File: src/sv/lkv_pkg.sv
// shared types and constants of the lru key/value cache
`default_nettype none

package lkv_pkg;

    // sizes
    localparam int DEF_MAX_ENTRIES = 16;
    localparam int KEY_BITS        = 64;
    localparam int VALUE_BITS      = 32;
    localparam int CAP_BITS        = 5;

    // configuration port
    localparam int                  ADDR_BITS     = 3;
    localparam int                  DATA_BITS     = 32;
    localparam logic                REG_CAPACITY  = 1'b0;
    localparam logic [CAP_BITS-1:0] CAP_RESET     = 5'd16;

    // operation codes
    localparam logic FUNC_GET = 1'b0;
    localparam logic FUNC_PUT = 1'b1;

    // request word
    typedef struct packed {
        logic                  func;
        logic [KEY_BITS-1:0]   key_tag;
        logic [VALUE_BITS-1:0] value_handle;
    } t_req;

    // result word
    typedef struct packed {
        logic                  hit;
        logic [VALUE_BITS-1:0] read_value;
        logic                  evicted;
    } t_rsp;

    // entry store controls
    typedef struct packed {
        logic rd_en;
        logic key_we;
        logic val_we;
    } t_store_cmd;

endpackage

`default_nettype wire

File: src/sv/lkv_order_mem.sv
// recency order memory: slot numbers, least recent first
`default_nettype none

module lkv_order_mem #(
    parameter int MAX_ENTRIES = lkv_pkg::DEF_MAX_ENTRIES,
    localparam int PW = $clog2(MAX_ENTRIES)
) (
    input  wire logic          i_clk,
    input  wire logic          i_rd_en,
    input  wire logic [PW-1:0] i_rd_addr,
    output logic      [PW-1:0] o_rd_data,
    input  wire logic          i_wr_en,
    input  wire logic [PW-1:0] i_wr_addr,
    input  wire logic [PW-1:0] i_wr_data
);

    logic [PW-1:0] r_mem [MAX_ENTRIES];
    logic [PW-1:0] r_rd_data;

    // one write port, one registered read port
    always_ff @(posedge i_clk) begin
        if (i_wr_en) begin
            r_mem[i_wr_addr] <= i_wr_data;
        end
        if (i_rd_en) begin
            r_rd_data <= r_mem[i_rd_addr];
        end
    end

    assign o_rd_data = r_rd_data;

endmodule

`default_nettype wire

File: src/sv/lkv_entry_store.sv
// key and value memories with the shared key comparator
`default_nettype none

module lkv_entry_store #(
    parameter int MAX_ENTRIES = lkv_pkg::DEF_MAX_ENTRIES,
    localparam int PW = $clog2(MAX_ENTRIES)
) (
    input  wire logic                            i_clk,
    input  wire lkv_pkg::t_store_cmd             i_cmd,
    input  wire logic [PW-1:0]                   i_rd_slot,
    input  wire logic [PW-1:0]                   i_wr_slot,
    input  wire logic [lkv_pkg::KEY_BITS-1:0]    i_key,
    input  wire logic [lkv_pkg::VALUE_BITS-1:0]  i_value,
    output logic                                 o_match,
    output logic      [lkv_pkg::VALUE_BITS-1:0]  o_value
);

    logic [lkv_pkg::KEY_BITS-1:0]   r_key_mem [MAX_ENTRIES];
    logic [lkv_pkg::VALUE_BITS-1:0] r_val_mem [MAX_ENTRIES];
    logic [lkv_pkg::KEY_BITS-1:0]   r_key_q;
    logic [lkv_pkg::VALUE_BITS-1:0] r_val_q;

    // writes and registered reads
    always_ff @(posedge i_clk) begin
        if (i_cmd.key_we) begin
            r_key_mem[i_wr_slot] <= i_key;
        end
        if (i_cmd.val_we) begin
            r_val_mem[i_wr_slot] <= i_value;
        end
        if (i_cmd.rd_en) begin
            r_key_q <= r_key_mem[i_rd_slot];
            r_val_q <= r_val_mem[i_rd_slot];
        end
    end

    // one comparator shared by every step of the walk
    assign o_match = (r_key_q == i_key);
    assign o_value = r_val_q;

endmodule

`default_nettype wire

File: src/sv/lkv_seq.sv
// sequencer: walks the recency order, then updates it on a hit, an insert or an eviction
`default_nettype none

module lkv_seq #(
    parameter int MAX_ENTRIES = lkv_pkg::DEF_MAX_ENTRIES
) (
    input  wire logic                          i_clk,
    input  wire logic                          i_rst_n,
    input  wire logic                          i_start,
    input  wire lkv_pkg::t_req                 i_req,
    input  wire logic [lkv_pkg::CAP_BITS-1:0]  i_cap,
    output logic                               o_busy,
    output logic                               o_done,
    output lkv_pkg::t_rsp                      o_rsp
);

    localparam int PW = $clog2(MAX_ENTRIES);
    localparam int CW = $clog2(MAX_ENTRIES + 1);

    localparam logic [2:0] S_IDLE   = 3'd0;
    localparam logic [2:0] S_WALK   = 3'd1;
    localparam logic [2:0] S_DECIDE = 3'd2;
    localparam logic [2:0] S_SHIFT  = 3'd3;
    localparam logic [2:0] S_FINAL  = 3'd4;

    logic [2:0]    r_state, n_state;
    logic [CW-1:0] r_cnt;
    logic          r_done;
    logic          r_v1, r_v2, r_wv, r_found;

    lkv_pkg::t_req r_req;
    lkv_pkg::t_rsp r_rsp;
    logic [CW-1:0] r_pi, r_rp;
    logic [PW-1:0] r_pos1, r_pos2, r_slot2, r_wp;
    logic [PW-1:0] r_hit_pos, r_hit_slot, r_first_slot, r_mv_slot;
    logic [lkv_pkg::VALUE_BITS-1:0] r_hit_val;

    logic                    accept, issue_walk, issue_shift, walk_end, shift_end;
    logic                    hit_now, full, do_shift;
    logic [CW-1:0]           eff_cap, last_pos;
    logic                    ord_rd_en, ord_wr_en;
    logic [PW-1:0]           ord_rd_addr, ord_rd_data, ord_wr_addr, ord_wr_data;
    lkv_pkg::t_store_cmd     st_cmd;
    logic [PW-1:0]           st_wr_slot;
    logic                    st_match;
    logic [lkv_pkg::VALUE_BITS-1:0] st_value;

    // effective capacity: zero reads as one, saturated to the depth
    always_comb begin
        if (i_cap == '0) begin
            eff_cap = CW'(1);
        end else if (32'(i_cap) > 32'(MAX_ENTRIES)) begin
            eff_cap = CW'(MAX_ENTRIES);
        end else begin
            eff_cap = CW'(i_cap);
        end
    end

    // sequencing conditions
    assign accept      = i_start && (r_state == S_IDLE);
    assign issue_walk  = (r_state == S_WALK) && (r_pi < r_cnt) && !r_found;
    assign issue_shift = (r_state == S_SHIFT) && (r_rp < r_cnt);
    assign walk_end    = (r_state == S_WALK) && !issue_walk && !r_v1 && !r_v2;
    assign shift_end   = (r_state == S_SHIFT) && !issue_shift && !r_wv;
    assign hit_now     = r_v2 && st_match && !r_found;
    assign full        = (r_cnt >= eff_cap);
    assign do_shift    = r_found || ((r_req.func == lkv_pkg::FUNC_PUT) && full);
    assign last_pos    = r_cnt - CW'(1);

    // next state
    always_comb begin
        n_state = r_state;
        unique case (r_state)
            S_IDLE: begin
                if (accept) begin
                    n_state = (r_cnt == '0) ? S_DECIDE : S_WALK;
                end
            end
            S_WALK: begin
                if (walk_end) begin
                    n_state = S_DECIDE;
                end
            end
            S_DECIDE: begin
                n_state = do_shift ? S_SHIFT : S_IDLE;
            end
            S_SHIFT: begin
                if (shift_end) begin
                    n_state = S_FINAL;
                end
            end
            S_FINAL: begin
                n_state = S_IDLE;
            end
            default: begin
                n_state = S_IDLE;
            end
        endcase
    end

    // order memory port selection
    always_comb begin
        ord_rd_en   = issue_walk || issue_shift;
        ord_rd_addr = issue_walk ? r_pi[PW-1:0] : r_rp[PW-1:0];
        ord_wr_en   = 1'b0;
        ord_wr_addr = r_wp;
        ord_wr_data = ord_rd_data;
        priority if (r_state == S_SHIFT && r_wv) begin
            ord_wr_en = 1'b1;
        end else if (r_state == S_FINAL) begin
            ord_wr_en   = 1'b1;
            ord_wr_addr = last_pos[PW-1:0];
            ord_wr_data = r_mv_slot;
        end else if (r_state == S_DECIDE && !r_found
                     && r_req.func == lkv_pkg::FUNC_PUT && !full) begin
            // insert: the free slot at the end of the order is its own number
            ord_wr_en   = 1'b1;
            ord_wr_addr = r_cnt[PW-1:0];
            ord_wr_data = r_cnt[PW-1:0];
        end else begin
            ord_wr_en = 1'b0;
        end
    end

    // entry store controls
    always_comb begin
        st_cmd.rd_en  = r_v1;
        st_cmd.key_we = 1'b0;
        st_cmd.val_we = 1'b0;
        st_wr_slot    = r_hit_slot;
        if (r_state == S_DECIDE && r_req.func == lkv_pkg::FUNC_PUT) begin
            priority if (r_found) begin
                st_cmd.val_we = 1'b1;
            end else if (full) begin
                st_cmd.key_we = 1'b1;
                st_cmd.val_we = 1'b1;
                st_wr_slot    = r_first_slot;
            end else begin
                st_cmd.key_we = 1'b1;
                st_cmd.val_we = 1'b1;
                st_wr_slot    = r_cnt[PW-1:0];
            end
        end
    end

    // control state
    always_ff @(posedge i_clk) begin
        if (!i_rst_n) begin
            r_state <= S_IDLE;
            r_cnt   <= '0;
            r_done  <= 1'b0;
            r_v1    <= 1'b0;
            r_v2    <= 1'b0;
            r_wv    <= 1'b0;
            r_found <= 1'b0;
        end else begin
            r_state <= n_state;
            r_done  <= (n_state == S_IDLE) && (r_state != S_IDLE);
            r_v1    <= issue_walk;
            r_v2    <= r_v1;
            r_wv    <= issue_shift;
            if (accept) begin
                r_found <= 1'b0;
            end else if (hit_now) begin
                r_found <= 1'b1;
            end
            if (r_state == S_DECIDE && !r_found
                && r_req.func == lkv_pkg::FUNC_PUT && !full) begin
                r_cnt <= r_cnt + CW'(1);
            end
        end
    end

    // walk pipeline and working registers
    always_ff @(posedge i_clk) begin
        if (accept) begin
            r_req <= i_req;
            r_pi  <= '0;
        end else if (issue_walk) begin
            r_pi <= r_pi + CW'(1);
        end
        r_pos1  <= r_pi[PW-1:0];
        r_pos2  <= r_pos1;
        r_slot2 <= ord_rd_data;
        if (hit_now) begin
            r_hit_pos  <= r_pos2;
            r_hit_slot <= r_slot2;
            r_hit_val  <= st_value;
        end
        if (r_v2 && r_pos2 == '0) begin
            r_first_slot <= r_slot2;
        end
        if (r_state == S_DECIDE) begin
            r_rsp.hit        <= r_found;
            r_rsp.read_value <= (r_found && r_req.func == lkv_pkg::FUNC_GET)
                                ? r_hit_val : '0;
            r_rsp.evicted    <= !r_found && (r_req.func == lkv_pkg::FUNC_PUT) && full;
            if (r_found) begin
                r_mv_slot <= r_hit_slot;
                r_rp      <= CW'(r_hit_pos) + CW'(1);
            end else begin
                r_mv_slot <= r_first_slot;
                r_rp      <= CW'(1);
            end
        end else if (issue_shift) begin
            r_rp <= r_rp + CW'(1);
        end
        r_wp <= r_rp[PW-1:0] - PW'(1);
    end

    lkv_order_mem #(
        .MAX_ENTRIES (MAX_ENTRIES)
    ) u_order (
        .i_clk     (i_clk),
        .i_rd_en   (ord_rd_en),
        .i_rd_addr (ord_rd_addr),
        .o_rd_data (ord_rd_data),
        .i_wr_en   (ord_wr_en),
        .i_wr_addr (ord_wr_addr),
        .i_wr_data (ord_wr_data)
    );

    lkv_entry_store #(
        .MAX_ENTRIES (MAX_ENTRIES)
    ) u_store (
        .i_clk     (i_clk),
        .i_cmd     (st_cmd),
        .i_rd_slot (ord_rd_data),
        .i_wr_slot (st_wr_slot),
        .i_key     (r_req.key_tag),
        .i_value   (r_req.value_handle),
        .o_match   (st_match),
        .o_value   (st_value)
    );

    assign o_busy = (r_state != S_IDLE);
    assign o_done = r_done;
    assign o_rsp  = r_rsp;

endmodule

`default_nettype wire

File: src/sv/lru_key_value_cache_top.sv
// top level of the lru key/value cache with its configuration port
//
// Fully associative key/value cache with least-recently-used replacement.
// A request word (func, key_tag, value_handle) is taken at a clock edge with
// start high and busy low. func get looks the key up; func put updates or
// inserts it, evicting the least recent entry when the cache is full.
// One result word (hit, read_value, evicted) follows per request: o_done is
// high for exactly one cycle with o_rsp valid; the receiver cannot stall it.
// A miss walks the whole recency order through one key comparator, one
// entry per cycle, behind the order memory read and the entry store key
// read, then passes the decide state and returns the result.
// A hit or an eviction then shifts the order one entry per cycle and writes
// the moved slot back in the final state. An empty cache skips the walk.
// busy stays high for the whole operation; one request at a time.
// The capacity register (byte address 0) is written through the apb port;
// the user must write it only while the block is idle, which the block
// itself does not enforce. It resets to 16. Reset empties the cache
// (entry count zero); no clearing pass is needed.
`default_nettype none

module lru_key_value_cache_top #(
    parameter int MAX_ENTRIES = lkv_pkg::DEF_MAX_ENTRIES
) (
    input  wire logic                            i_clk,
    input  wire logic                            i_rst_n,
    input  wire logic                            start,
    output logic                                 busy,
    input  wire lkv_pkg::t_req                   i_req,
    output logic                                 o_done,
    output lkv_pkg::t_rsp                        o_rsp,
    input  wire logic                            psel,
    input  wire logic                            penable,
    input  wire logic                            pwrite,
    input  wire logic [lkv_pkg::ADDR_BITS-1:0]   paddr,
    input  wire logic [lkv_pkg::DATA_BITS-1:0]   pwdata,
    output logic      [lkv_pkg::DATA_BITS-1:0]   prdata,
    output logic                                 pready
);

    logic [lkv_pkg::CAP_BITS-1:0] r_cap;
    logic                         cfg_wr;

    // capacity register write
    assign cfg_wr = psel && penable && pwrite && pready;

    always_ff @(posedge i_clk) begin
        if (!i_rst_n) begin
            r_cap <= lkv_pkg::CAP_RESET;
        end else if (cfg_wr && paddr[2] == lkv_pkg::REG_CAPACITY) begin
            r_cap <= pwdata[lkv_pkg::CAP_BITS-1:0];
        end
    end

    // register read back
    always_comb begin
        prdata = '0;
        if (paddr[2] == lkv_pkg::REG_CAPACITY) begin
            prdata = lkv_pkg::DATA_BITS'(r_cap);
        end
    end

    assign pready = 1'b1;

    lkv_seq #(
        .MAX_ENTRIES (MAX_ENTRIES)
    ) u_seq (
        .i_clk   (i_clk),
        .i_rst_n (i_rst_n),
        .i_start (start),
        .i_req   (i_req),
        .i_cap   (r_cap),
        .o_busy  (busy),
        .o_done  (o_done),
        .o_rsp   (o_rsp)
    );

endmodule

`default_nettype wire
File: config.mk
export PLATFORM = sky130hd
export DESIGN_NAME = lru_key_value_cache_top
export DESIGN_NICKNAME = d
export VERILOG_FILES = /design/src/sv/lkv_pkg.sv /design/src/sv/lkv_order_mem.sv /design/src/sv/lkv_entry_store.sv /design/src/sv/lkv_seq.sv /design/src/sv/lru_key_value_cache_top.sv
export SDC_FILE = /design/constraint.sdc
export NUM_CORES = 2
export LEC_CHECK = 0
export BUFFER_PORTS_ARGS = -buffer_cell sky130_fd_sc_hd__buf_4
export CORE_ASPECT_RATIO = 0.8
export CORE_UTILIZATION = 30
export DETAILED_ROUTE_END_ITERATION = 8
export SLEW_MARGIN = 20
export SYNTH_ARGS = -nofsm -noshare
export SYNTH_HDL_FRONTEND = slang
export SYNTH_SLANG_ARGS = --single-unit
File: constraint.sdc
create_clock -name i_clk -period 14.6 [get_ports i_clk]
set_input_delay 2.19 -clock i_clk [delete_from_list [all_inputs] [get_ports i_clk]]
set_output_delay 2.19 -clock i_clk [all_outputs]
set_load 0.005 [all_outputs]
==> results_dict.tcl <==
set metrics [dict create \
    power_density_mw_per_mm2 133.7 \
    p_comb_share_pct 1.7 \
    cp-start-kind "flop" \
    overflow 0 \
    final-instance-count-excl-fill 6661 \
    synthTopCellsByArea "edfxtp_1, mux4_2, dfxtp_1" \
    synth_xor_area_share_pct 0.8011 \
    rows 160 \
    syn_area_per_cell_um2 23.66 \
    maxSlewViolCount 0 \
    final_nets 3499 \
    final_common_cell "edfxtp_1" \
    hp-class "flop to flop" \
    drc 0 \
    die_height_um 440.7 \
    tightestPinTransition_ns 1.168 \
    finalWirelength_um 166400 \
    cts_buffer_depth 3 \
    dieArea_mm2 0.2425 \
    vias 32010 \
    ioPinCount 207 \
    cts-resized-gates 0 \
    worstPathArrival_ns 5.90 \
    end_kind "flop" \
    synth-simple-area-share_pct 1.692 \
    drv_cap 0 \
    ys_types 61 \
    die_x_um 550.3 \
    synth-seq-cells 1923 \
    ir_drop_v 0.0001225 \
    reg2reg_slack_ns 9.12 \
    fin_skew_ns 0.09549 \
    drt_iter0_drc 2886 \
    seqPwrFrac_pct 55.8 \
    cts-root-buf "clkbuf_16" \
    synth_mux_area_share_pct 15.70 \
    fp.coreArea_mm2 0.2384 \
    area_growth_pct 15.89 \
    dp.cells 6308 \
    dr.pass1.iters 5 \
    max_slew_margin_pct 21.57 \
    status "completed" \
    r2r_start "u_seq.r_cnt[0]" \
    netlist.area_leader.share_pct 78.40 \
    antenna_found_initial 16 \
    viasPerCell 4.805 \
    first_global_vias 33110 \
    grt_pass1_wl_um 237600 \
    hold_viol 0 \
    postCtsSetupBuffers 0 \
    layout-drive-gt1-share_pct 28.74 \
    h-tree-depth 4 \
    period_share_pct 37.55 \
    cts_buffers 190 \
    swShare_pct 20.68 \
    final_cell_mix "edfxtp_1, mux4_2, buf_4, clkbuf_16" \
    fmax_mhz 182.4 \
    min_period_ns 5.483 \
    crit_required_ns 15.01 \
    syn_inst 3050 \
    hold_path_depth 0 \
    cts_hold_buffers 0 \
    postSynth.asyncResetShare_pct 0 \
    yosys.area.top_type "edfxtp_1" \
    synth_top_family_by_area "multiplexers" \
    start_util_pct 30.26 \
    grtUsageTotal_pct 13.62 \
    clk_pin_slew_worst_paths_ns 0.06 \
    synth_seq_area_share_pct 79.48 \
    tritoncts "done" \
    synth_compound_area_share_pct 0.8184 \
    clk_latency_ns 0.86 \
    min_from "u_seq.r_pos1[3]" \
    regToRegEndpoint "u_seq.u_store.r_key_mem[8][50]" \
    grt_max_degree 122 \
    p_clk_share_pct 42.5 \
    path_class "flop to flop" \
    wire_per_inst_um 24.99 \
    rr_worst_depth 11 \
    holdPathEnd "u_seq.r_pos2[3]" \
    p_switching_uw 2312 \
    cellInternalPower_uw 8866 \
    setup_violations 0 \
    rsz0062_at_grt "no" \
    place_hpwl_um 84410 \
    fin_tns_setup_ns 0 \
    antenna_left 0 \
    leakagePower_uw 0.02591 \
    yosysWarnings 0 \
    io_buffers 149 \
    synth_edf_count 1884 \
    clock_sinks 1923 \
    syn_area_mm2 0.07216 \
    gp_congestion 0.7510 \
    synthAdderAreaFrac_pct 0.3468 \
    synth_ff_type "edfxtp_1" \
    cp_max_fo 37 \
]
[logic make-up (layout without fill, tap and decap cells)]
family	count (synthesis)	after routing
compound gates	84	84
xor+xnor	66	66
fa+ha+maj	20	20
buf+inv	185	606
flops	1923	1923
mux	530	530
other cells	2	33
simple gates	240	240
[critical path: stages (launching register included)]
cell	delay, ns
dfxtp_1	0.67
inv_1	0.20
ha_1	0.32
nand2b_1	0.10
a31oi_1	0.14
o21ai_1	0.84
mux2i_1	0.34
o21ai_0	0.19
a2111o_1	0.71
nor3_2	0.24
buf_4	0.55
buf_4	0.79
[flip-flops by register name (all words and copies together) (netlist names), 32 cells and up]
| signal | flops |
|---|---|
| u_seq.o_rsp | 34 |
| u_seq.r_hit_val | 32 |
| u_seq.r_req | 97 |
| u_seq.u_order.r_mem | 64 |
| u_seq.u_store.o_value | 32 |
| u_seq.u_store.r_key_mem | 1024 |
| u_seq.u_store.r_key_q | 64 |
| u_seq.u_store.r_val_mem | 512 |
[power groups by stage]
stage	registers [uW]	clock network [uW]	logic, uW
3_3_place_gp	6340	0	198
6_report	6230	4750	193
5_1_grt	6240	5070	210
3_5_place_dp	6350	0	199
2_1_floorplan	6310	0	97.7
4_1_cts	6230	4870	200
[area by class of cell]
class,instances,area (um2)
Tap cell,3159,3953
Clock buffer,248,5024
Inverter,29,113.9
Clock inverter,100,1081
Fill cell,21710,154800
Sequential cell,1923,57360
Timing Repair Buffer,229,1744
Multi-Input combinational cell,968,14340
Antenna cell,5,12.51
[worst max path at each step]
stage | startpoint | endpoint | slack [ns] | cells past startpoint
after CTS | u_seq.r_cnt[0] | u_seq.u_store.r_key_mem[8][49] | 9.13 | 11
final | u_seq.r_cnt[0] | u_seq.u_store.r_key_mem[8][50] | 9.12 | 11
after floorplan | u_seq.r_state[0] | u_seq.u_store.r_key_mem[8][0] | 6.55 | 8
after global routing | u_seq.r_cnt[0] | u_seq.u_store.r_key_mem[11][52] | 8.94 | 10
after global placement | u_seq.r_cnt[0] | u_seq.u_store.r_key_mem[8][62] | 9.19 | 11
after detailed placement | u_seq.r_cnt[0] | u_seq.u_store.r_key_mem[8][62] | 9.15 | 11
[metrics by stage]
step	area, um2	util [%]	hold slack [ns]	power (uW)	setup WS [ns]
2_1_floorplan	72260	-	0.3096	6409	6.553
3_3_place_gp	77510	32.51	0.3127	6537	9.188
4_1_cts	83610	35.07	0.3262	11300	9.129
3_5_place_dp	77510	32.51	0.3132	6548	9.145
5_1_grt	83620	35.07	0.3293	11520	8.943
6_report	83630	35.07	0.3249	11180	9.117
[routing by layer]
layer  vias to the layer above  track usage [%]  wire length [um]  share of wire (%)
li1                      13460                -                 -                  -
met1                     17430            18.42             71940                 43
met2                       913            22.94             83010                 50
met3                       201            2.249              8730                5.2
met4                         2            3.239              2737                1.6
met5                         -                0                13             0.0078
[synth_stat cells (3+ instances only)]
| cell type | count |
|---|---|
| nand2b_1 | 8 |
| xor2_1 | 31 |
| ha_1 | 20 |
| a31oi_1 | 8 |
| buf_4 | 29 |
| a2111o_1 | 3 |
| mux4_2 | 480 |
| edfxtp_1 | 1884 |
| mux2_2 | 9 |
| clkbuf_1 | 91 |
| nor4_1 | 7 |
| a22o_1 | 4 |
| a221oi_1 | 5 |
| nand3_1 | 9 |
| or4_1 | 6 |
| nand4_1 | 16 |
| xnor2_1 | 35 |
| buf_6 | 3 |
| nand2_1 | 42 |
| o21ai_0 | 8 |
| o22ai_1 | 21 |
| and2_1 | 36 |
| nor2_1 | 69 |
| nand3b_1 | 3 |
| mux2i_1 | 37 |
| nor2b_1 | 7 |
| or3_1 | 3 |
| a21oi_1 | 13 |
| a22oi_1 | 3 |
| mux2_1 | 3 |
| buf_1 | 33 |
| inv_1 | 28 |
| nor3_1 | 20 |
| nor3b_1 | 4 |
| dfxtp_1 | 39 |
Note: power is estimated with default switching activity, not from simulation.
